**config.mk**
```make
export PLATFORM = sky130hd
export DESIGN_NAME = kapb_ctrl
export DESIGN_NICKNAME = d
export VERILOG_FILES = /design/src/rtl/core/kapb_pkg.sv /design/src/rtl/core/kapb_ctrl.sv
export SDC_FILE = /design/constraint.sdc
export NUM_CORES = 1
export LEC_CHECK = 0
export BUFFER_PORTS_ARGS = -buffer_cell sky130_fd_sc_hd__buf_2
export CAP_MARGIN = 20
export CORE_AREA = 2 2 39 41
export DETAILED_ROUTE_END_ITERATION = 10
export DIE_AREA = 0 0 41 43
export SETUP_SLACK_MARGIN = 0.3
export SLEW_MARGIN = 20
export SYNTH_ARGS = -nofsm -noshare
export SYNTH_HDL_FRONTEND = slang
export SYNTH_SLANG_ARGS = --single-unit
```
**constraint.sdc**
```tcl
create_clock -name i_clk -period 1.8 [get_ports i_clk]
set_input_delay 0 -clock i_clk [delete_from_list [all_inputs] [get_ports i_clk]]
set_output_delay 0 -clock i_clk [all_outputs]
set_load 0.005 [all_outputs]
```
**src/rtl/core/kapb_pkg.sv**
```systemverilog
// ----------------------------------------------------------------------------
// kapb_pkg
// Shared widths, codes, state type and controller/datapath bundles for the
// keyframe-aligned pre-roll buffer.
// ----------------------------------------------------------------------------
package kapb_pkg;

    localparam int DEFAULT_DEPTH = 1024;
    localparam int DEFAULT_TAG_W = 16;

    localparam int TS_W       = 32;
    localparam int STATUS_W   = 2;
    localparam int DROP_W     = 10;
    localparam int OCC_W      = 11;
    localparam int WIN_W      = 16;
    localparam int CFG_IDX_W  = 2;
    localparam int CFG_DATA_W = 16;

    localparam logic [STATUS_W-1:0] ST_ACCEPTED  = 2'd0;
    localparam logic [STATUS_W-1:0] ST_REJ_KEY   = 2'd1;
    localparam logic [STATUS_W-1:0] ST_REJ_FULL  = 2'd2;
    localparam logic [STATUS_W-1:0] ST_TRIM_DONE = 2'd3;

    localparam logic CMD_ADD  = 1'b0;
    localparam logic CMD_TRIM = 1'b1;

    localparam logic [CFG_IDX_W-1:0] REG_WINDOW  = 2'd0;
    localparam logic [CFG_IDX_W-1:0] REG_ENFORCE = 2'd1;

    typedef enum logic [2:0] {
        S_IDLE,
        S_CHECK,
        S_TRIM,
        S_SCAN,
        S_DONE
    } t_state;

    // controller -> datapath
    typedef struct packed {
        logic                latch;
        logic                append;
        logic                set_status;
        logic [STATUS_W-1:0] status;
        logic                start_scan;
        logic                issue;
        logic                commit;
        logic                out_load;
    } t_ctrl_cmd;

    // datapath -> controller
    typedef struct packed {
        logic is_trim;
        logic first_key;
        logic enforce;
        logic empty;
        logic full;
        logic trim_skip;
        logic chk_valid;
        logic chk_hit;
        logic chk_block;
        logic scan_more;
    } t_dp_status;

endpackage

```
**src/rtl/core/kapb_ctrl.sv**
```systemverilog
// ----------------------------------------------------------------------------
// kapb_ctrl
// Sequencer: input acceptance, add/reject decision, backward keyframe scan
// and result hand-off into the output register.
// ----------------------------------------------------------------------------
module kapb_ctrl
    import kapb_pkg::*;
(
    input  logic       i_clk,
    input  logic       i_rst_n,
    input  logic       i_in_valid,
    output logic       o_in_stall,
    output logic       o_out_valid,
    input  logic       i_out_stall,
    input  t_dp_status i_dp,
    output t_ctrl_cmd  o_cmd
);

    t_state r_state;
    t_state n_state;
    logic   r_out_valid;
    logic   n_out_valid;

    always_ff @(posedge i_clk) begin
        if (!i_rst_n) begin
            r_state     <= S_IDLE;
            r_out_valid <= 1'b0;
        end else begin
            r_state     <= n_state;
            r_out_valid <= n_out_valid;
        end
    end

    always_comb begin
        n_state     = r_state;
        o_cmd       = '0;
        o_in_stall  = 1'b1;
        n_out_valid = r_out_valid && i_out_stall;
        case (r_state)
            S_IDLE: begin
                o_in_stall = 1'b0;
                if (i_in_valid) begin
                    o_cmd.latch = 1'b1;
                    n_state     = S_CHECK;
                end
            end
            S_CHECK: begin
                o_cmd.set_status = 1'b1;
                if (i_dp.is_trim) begin
                    o_cmd.status = ST_TRIM_DONE;
                    n_state      = S_TRIM;
                end else if (i_dp.enforce && i_dp.empty && !i_dp.first_key) begin
                    o_cmd.status = ST_REJ_KEY;
                    n_state      = S_DONE;
                end else if (i_dp.full) begin
                    o_cmd.status = ST_REJ_FULL;
                    n_state      = S_DONE;
                end else begin
                    o_cmd.status = ST_ACCEPTED;
                    o_cmd.append = 1'b1;
                    n_state      = S_TRIM;
                end
            end
            S_TRIM: begin
                o_cmd.start_scan = 1'b1;
                n_state = i_dp.trim_skip ? S_DONE : S_SCAN;
            end
            S_SCAN: begin
                if (i_dp.chk_valid && i_dp.chk_hit) begin
                    // stop at the newest qualifying keyframe
                    o_cmd.commit = !i_dp.chk_block;
                    n_state      = S_DONE;
                end else if (i_dp.scan_more) begin
                    o_cmd.issue = 1'b1;
                end else begin
                    n_state = S_DONE;
                end
            end
            S_DONE: begin
                if (!r_out_valid || !i_out_stall) begin
                    o_cmd.out_load = 1'b1;
                    n_out_valid    = 1'b1;
                    n_state        = S_IDLE;
                end
            end
            default: begin
                n_state = S_IDLE;
            end
        endcase
    end

    assign o_out_valid = r_out_valid;

endmodule

```
==> results.cfg, run 1 <==
[outcome]
status = complete, no violations

[timing]
hold_viol = 0
setup_viol = 0
fin_crit_ps = 1370
tightestPinTransition_ps = 280
setup_tns_ps = 0
drv_slew = 0
max_slew_margin_pct = 81.3
skew_ps = 3.35
fin_crit_sh_pct = 76.2
rsz0062_at_grt = false
fin_hold_ws_ps = 42.9
clock.fmax_mhz = 729

[route]
ant_nets = 0
wl_um = 881
drtIter0Drc = 8
vias = 387
drtPass1Iterations = 2
vias_per_cell = 4.50
wl_per_cell_um = 10.2
drc = 0

[clock_tree]
postCtsHoldBufs = 0
cts_buffers = 3
postCtsSetupBuffers = 0
clkLatencyLatePin_ps = 230
root_buffer = clkbuf_4
path_clk_slew_ps = 30
cts_tree = built
cts_buffer_depth = 2
clkSinkCount = 4
htree_levels = 1
post_cts_resized = 0

[logic_synthesis]
syn_avg_cell_area_um2 = 7.22
syn-num-nets = 57
yosys.area.top_type = dfxtp_1
synth_top_area_share_pct = 25.8
syn_area_um2 = 310
netlist_instances = 43
ys_seq_area_share_pct = 25.8
synth-seq-cells = 4
yosysWarnings = 0
synth_area_leaders = dfxtp_1 (26%), a21oi_1 (8.1%), nor2_1 (7.3%)
ys_types = 25

[grt]
grt_pass1_wl_mm = 1.36
grt_overflow = 0
grt_pass1_vias = 337
grt_usage_pct = 11.4
grt_max_degree = 10
antenna_found_initial = 0

[floorplan]
dieArea_um2 = 1760
ioPinCount = 25
core-area_um2 = 1380
placementRows = 14
die_w_um = 41
start_util_pct = 22.4
fp.dieH_um = 43

[placement]
numPortBuffers = 24
place_area_um2 = 450
gp_congestion = 0.722
placed_cells = 83
dp_hpwl_um = 740

[final_layout]
final_common_cell = buf_2
fillers = 157
diodes = 0
area_growth_pct = 52.4
layout_common_cells = buf_2 (24), nor2_1 (6), a21oi_1 (5), nand2_1 (5), dfxtp_1 (4)
fin_util_pct = 34.2
finalNonFillerCells = 86
drive_gt1_share_pct = 47.1
fin_area_um2 = 473
nNetsFinal = 86

[setup_path]
criticalPathCategory = reg2out
startpoint_type = flop
cp_data_required_time_ps = 1800
cp-startpoint = r_state[2]
timing.rr.start = r_state[1]
critPathCaptureType = primary output
cp_data_arrival_time_ps = 1370
regToRegSetupSlack_ps = 630
crit_fanout = 5

[flow_run]
maxCapViolations = 0

[hold_path]
min_path_type = in2reg
min_from = i_out_stall

[power_and_ir_drop]
ir_worst_vdd_v = 0.000550
powerDensity_nw_per_um2 = 694
p_leak_nw = 0.244
## flip-flops by register name (all words and copies together) (netlist names)
register / cells
o_out_valid: 1
r_state: 3
## metal layers
metal  GRT usage, %  part of all wire, %  wire length [um]
met1           13.5                   46               404
met2           16.9                   43               382
met3           6.28                   11                94
met4           4.00                    0                 0
met5              0                    0                 0
## worst paths after layout
kind              cells after the start     endpoint
setup reg to reg                      4   r_state[2]
hold reg to reg                       2  o_out_valid
hold / removal                        3  o_out_valid
setup / recovery                      4     o_cmd[7]
## final cells by class
type                            instances  area (um2)  area share [%]
Timing Repair Buffer                   24         120            25.4
Tap cell                               16        20.0            4.23
Clock buffer                            3        22.5            4.76
Sequential cell                         4        80.1            16.9
Multi-Input combinational cell         35         215            45.5
Inverter                                4        15.0            3.17
## synth_stat cells, drive strengths merged
library cell,number
nor2,6
a21oi,5
nand2,5
dfxtp,4
inv,4
o21ai,3
a21boi,1
a21o,1
a221o,1
a221oi,1
and2,1
and3b,1
nand2b,1
nand3,1
nand3b,1
nor2b,1
nor3b,1
nor4,1
nor4b,1
o22ai,1
or2,1
or3,1
## through the flow
stage,setup slack [ps],power (mW)
2_1_floorplan,686,0.172
3_3_place_gp,638,0.220
3_5_place_dp,626,0.223
4_1_cts,404,0.337
5_1_grt,332,0.362
6_report,429,0.328
## critical path: stages, from the launching register on
cell and delay [ps]:
dfxtp_1 330, nand2b_2 210, or2_4 260, nor4_1 200
buf_2 150
## cell families (layout without fill, tap and decap cells)
logic type / after synthesis / count (layout) / share of synthesized area, %
AND/OR/NAND/NOR: 22 / 22 / 42.3
flip-flops: 4 / 4 / 25.8
AO/OA/AOI/OAI: 13 / 13 / 27.0
buffers and inverters: 4 / 31 / 4.84
## where the power goes
group | internal (mW) | switching [mW]
combinational | 0.0592 | 0.0530
sequential | 0.0965 | 0.0117
clock | 0.0743 | 0.0335
total | 0.230 | 0.0982
(Power assumes the default switching activity.)
==> run 2, diff against run 1 <==
- clock period: 1.8 -> 1.2 ns (I/O delays scaled with it)
==> run 2 against run 1 <==
Compared with the run above: the flow now finishes with violations (setup timing); power rose by 98%; clock power up 71%; die area unchanged; critical path type is now reg2reg; largest cell class unchanged.
==> results.cfg, run 2 (synthesis gave the netlist of run 1 again) <==
[route]
wl_met2_um = 621
route.met3.wl_um = 72
vias = 461
wl_mm = 1.18
drc = 0
vias_per_cell = 4.90
drtPass1Iterations = 4
wl_per_cell_um = 12.6
drtIter0Drc = 8
m1WireLength_um = 459
ant_nets = 0
top_layer_used = met4

[grt]
grt_usage_pct = 14.9
antenna_found_initial = 0
grt_overflow = 0
grt_max_degree = 10
grt_pass1_vias = 431
grt_pass1_wl_mm = 1.70

[final_layout]
fin_area_um2 = 669
largest_register = r_state
drive_gt1_share_pct = 71.8
fin_util_pct = 48.4
finalNonFillerCells = 94
area_growth_pct = 116
diodes = 0
largest_register_ffs = 3
final_common_cell = buf_2
layout_common_cells = buf_2 (22), buf_6 (7), nand2_1 (4)
nNetsFinal = 94

[timing]
tightestPinTransition_ps = 244
fin_ws_ps = -69.5
drv_slew = 0
max_slew_margin_pct = 83.5
rsz0062_at_grt = true
clock.fmax_mhz = 788
fin_crit_sh_pct = 106
hold_viol = 0
skew_ps = 0.493
fin_crit_ps = 1270
setup_viol = 7

[setup_path]
cp_data_required_time_ps = 1330
critPathCaptureType = flop
cp_data_arrival_time_ps = 1400
slowest_stage = or3_4
cp_slowest_stage_delay_ps = 390
path_cells = buf_6 -> or3_4 -> o21ai_4 -> a21o_1 -> o22ai_2
crit_fanout = 3
criticalPathCategory = reg2reg
startpoint_type = flop

[placement]
place_area_um2 = 468
gp_congestion = 0.715
placed_cells = 83
numPortBuffers = 24

[floorplan]
die_w_um = 41
core-area_um2 = 1380
fp.dieH_um = 43
ioPinCount = 25
start_util_pct = 22.4
placementRows = 14
dieArea_um2 = 1760

[clock_tree]
cts_tree = built
path_clk_slew_ps = 40
clkLatencyLatePin_ps = 240
postCtsHoldBufs = 0
root_buffer = clkbuf_4
cts_buffers = 3
clkSinkCount = 4
htree_levels = 1
cts_buffer_depth = 2

[outcome]
violations = setup timing
status = finished with violations

[power_and_ir_drop]
powerDensity_nw_per_um2 = 970
p_leak_nw = 0.318
ir_worst_vdd_v = 0.000416

[flow_run]
maxCapViolations = 0

[hold_path]
min_path_type = in2reg
## run 2: cell count changes in the layout (fill, tap and decap cells not counted), sizes merged
| cell | before | now |
|---|---|---|
| buf | 24 | 32 |
## run 2: layout make-up
type	count	area [um2]
fillers	147	714
multi-input cells	35	309
repair buffers	32	211
flip-flops and latches	4	88.8
clock buffers	3	22.5
well taps	16	20.0
inverters	4	17.5
## run 2: worst max-delay path: cells and delay by family (launching register included)
kind / cells / cell delay, ps
simple gates: 1 / 390
compound gates: 3 / 330
flops: 1 / 320
buf+inv: 1 / 110
## run 2: stage by stage
stage               TNS (ps)  power [mW]  hold slack [ps]  setup slack (ps)
finish                  -233       0.649             47.9             -69.5
global route            -547       0.692             50.1              -113
CTS                     -190       0.600             33.2             -59.2
detailed placement         0       0.344              225              12.0
global placement           0       0.340              228              27.4
floorplan                  0       0.265             20.7              96.1
## run 2: path summary, 6_finish.rpt
kind,slack [ps],startpoint,to,depth (start not counted)
max,-70,r_state[2],r_state[2],5
max reg2reg,-70,r_state[2],r_state[2],5
min reg2reg,530,o_out_valid,o_out_valid,2
min,50,i_out_stall,o_out_valid,3
## run 2: metal layers
metal / global-route usage (%) / vias up
met3: 3.14 / 4
met2: 24.1 / 19
met4: 13.3 / 0
met5: 0 / -
met1: 14.5 / 213
li1: - / 225
## run 2: power by group
part / total, mW / leakage (nW) / switching [mW] / internal [mW]
clock network: 0.185 / 0.0138 / 0.0716 / 0.113
logic: 0.296 / 0.270 / 0.133 / 0.163
registers: 0.169 / 0.0345 / 0.0221 / 0.147
## run 2: repair_timing
action | in CTS | in global routing
endpoints found under the setup margin | 13 | 14
resized for setup | 19 | 10
pin swaps | 10 | 8
hold endpoints to repair | 0 | 0
setup buffers | 5 | 3
==> run 3, diff against run 2 <==
- GPL_TIMING_DRIVEN: default -> 0
==> run 3 against run 2 <==
Compared with the run above: the run still ends with setup timing left; routed wire length is 13% lower; worst setup slack better by 42 ps; die area unchanged; final area down 9.0%; via count down 7.4%; largest cell class unchanged; global-route usage shrank 2.4 points; non-clock buffer count decreased by 4; core utilization decreased by 4.3 points; flip-flop and latch count did not move; clock power decreased by 12%; critical path type unchanged; clock skew grew 2.8 ps; clock-buffer cell count is the same.
==> results.cfg, run 3 (synthesis gave the netlist of run 1 again) <==
[outcome]
status = finished with violations
violations = setup timing

[hold_path]
min_path_type = in2reg

[placement]
pre_cts_ws_ps = 19.9
numPortBuffers = 24
dp_hpwl_um = 727
gp_congestion = 0.759

[power_and_ir_drop]
p_leak_nw = 0.297
power_uw = 576
powerDensity_nw_per_um2 = 946
ir_worst_vdd_v = 0.000593

[final_layout]
largest_register = r_state
drive_gt1_share_pct = 67.6
area_growth_pct = 96.4
layout_common_cells = buf_2 (23), a21oi_1 (4), nand2_1 (4)
nNetsFinal = 90
largest_register_ffs = 3
final_common_cell = buf_2
diodes = 0

[timing]
drv_slew = 0
rsz0062_at_grt = true
setup_viol = 4
hold_viol = 0
tightestPinTransition_ps = 222
fin_ws_ps = -27.6
max_slew_margin_pct = 85.0
skew_ps = 3.26
clock.fmax_mhz = 815
fin_crit_ps = 1230
fin_crit_sh_pct = 102

[clock_tree]
postCtsHoldBufs = 0
clkSinkCount = 4
cts_buffers = 3
path_clk_slew_ps = 40
clkLatencyLatePin_ps = 230
htree_levels = 1
cts_tree = built
root_buffer = clkbuf_4
cts_buffer_depth = 2

[grt]
grt_use_met2_pct = 20.3
antenna_found_initial = 0
grt_pass1_vias = 385
grt_pass1_wl_mm = 1.51
use_met3_pct = 5.24
grt_max_degree = 10
met1_usage_pct = 13.8
grt_usage_pct = 12.4
grt_overflow = 0
top_usage_layer = met2

[setup_path]
cp_data_arrival_time_ps = 1340
criticalPathCategory = reg2reg
cp_data_required_time_ps = 1310
startpoint_type = flop
critPathCaptureType = flop
crit_fanout = 3

[route]
wl_per_cell_um = 11.5
vias_per_cell = 4.74
drc = 0
drtIter0Drc = 7
drtPass1Iterations = 3
ant_nets = 0
vias = 427
wl_mm = 1.04

[floorplan]
placementRows = 14
core-area_um2 = 1380
fp.dieH_um = 43
ioPinCount = 25
die_w_um = 41
dieArea_um2 = 1760
start_util_pct = 22.4

[flow_run]
maxCapViolations = 0
-- run 3: per-layer routing --
layer | wire, um | up-vias | share of wire, %
met1 | 400 | 194 | 39
met5 | 0 | - | 0
met4 | 0 | 0 | 0
met2 | 538 | 19 | 52
li1 | - | 214 | -
met3 | 98 | 0 | 9.5
-- run 3: final timing paths --
path	end	cells after the start	slack, ps	startpoint
max reg2reg	r_state[2]	5	-30	r_state[2]
min reg2reg	o_out_valid	2	510	o_out_valid
min	r_state[0]	3	40	i_rst_n
max	r_state[2]	5	-30	r_state[2]
-- run 3: final cells by class --
cell class	instances	area (um2)
Clock buffer	3	22.5
Fill cell	145	774
Inverter	4	15.0
Multi-Input combinational cell	35	299
Sequential cell	4	88.8
Tap cell	16	20.0
Timing Repair Buffer	28	164
-- run 3: critical path: stages, from the launching register on --
cell and delay [ps]:
dfxtp_2 330, buf_6 110, or3_4 360, o21ai_4 140, a21o_1 110, o22ai_1 70
-- run 3: report_power, final --
group	internal, mW	leakage (nW)	total (mW)	switching, mW
Clock	0.112	0.0138	0.163	0.0518
Sequential	0.147	0.0345	0.171	0.0240
Combinational	0.127	0.248	0.242	0.115
-- run 3: what timing repair did --
item                       in CTS  in global routing
resized for setup              15                  6
buffers inserted                4                  0
setup endpoints to repair      13                 13
hold endpoints to repair        0                  0
pin swaps                       9                  4
-- run 3: through the flow --
step	cell area (um2)	TNS, ps	cells	util (%)	hold WS [ps]
6_report	609	-77.5	90	44.0	39.2
5_1_grt	609	-390	90	44.0	47.8
4_1_cts	583	-235	90	42.1	29.0
3_5_place_dp	468	0	83	33.8	226
3_3_place_gp	468	0	83	33.8	222
2_1_floorplan	328	0	43	-	20.7
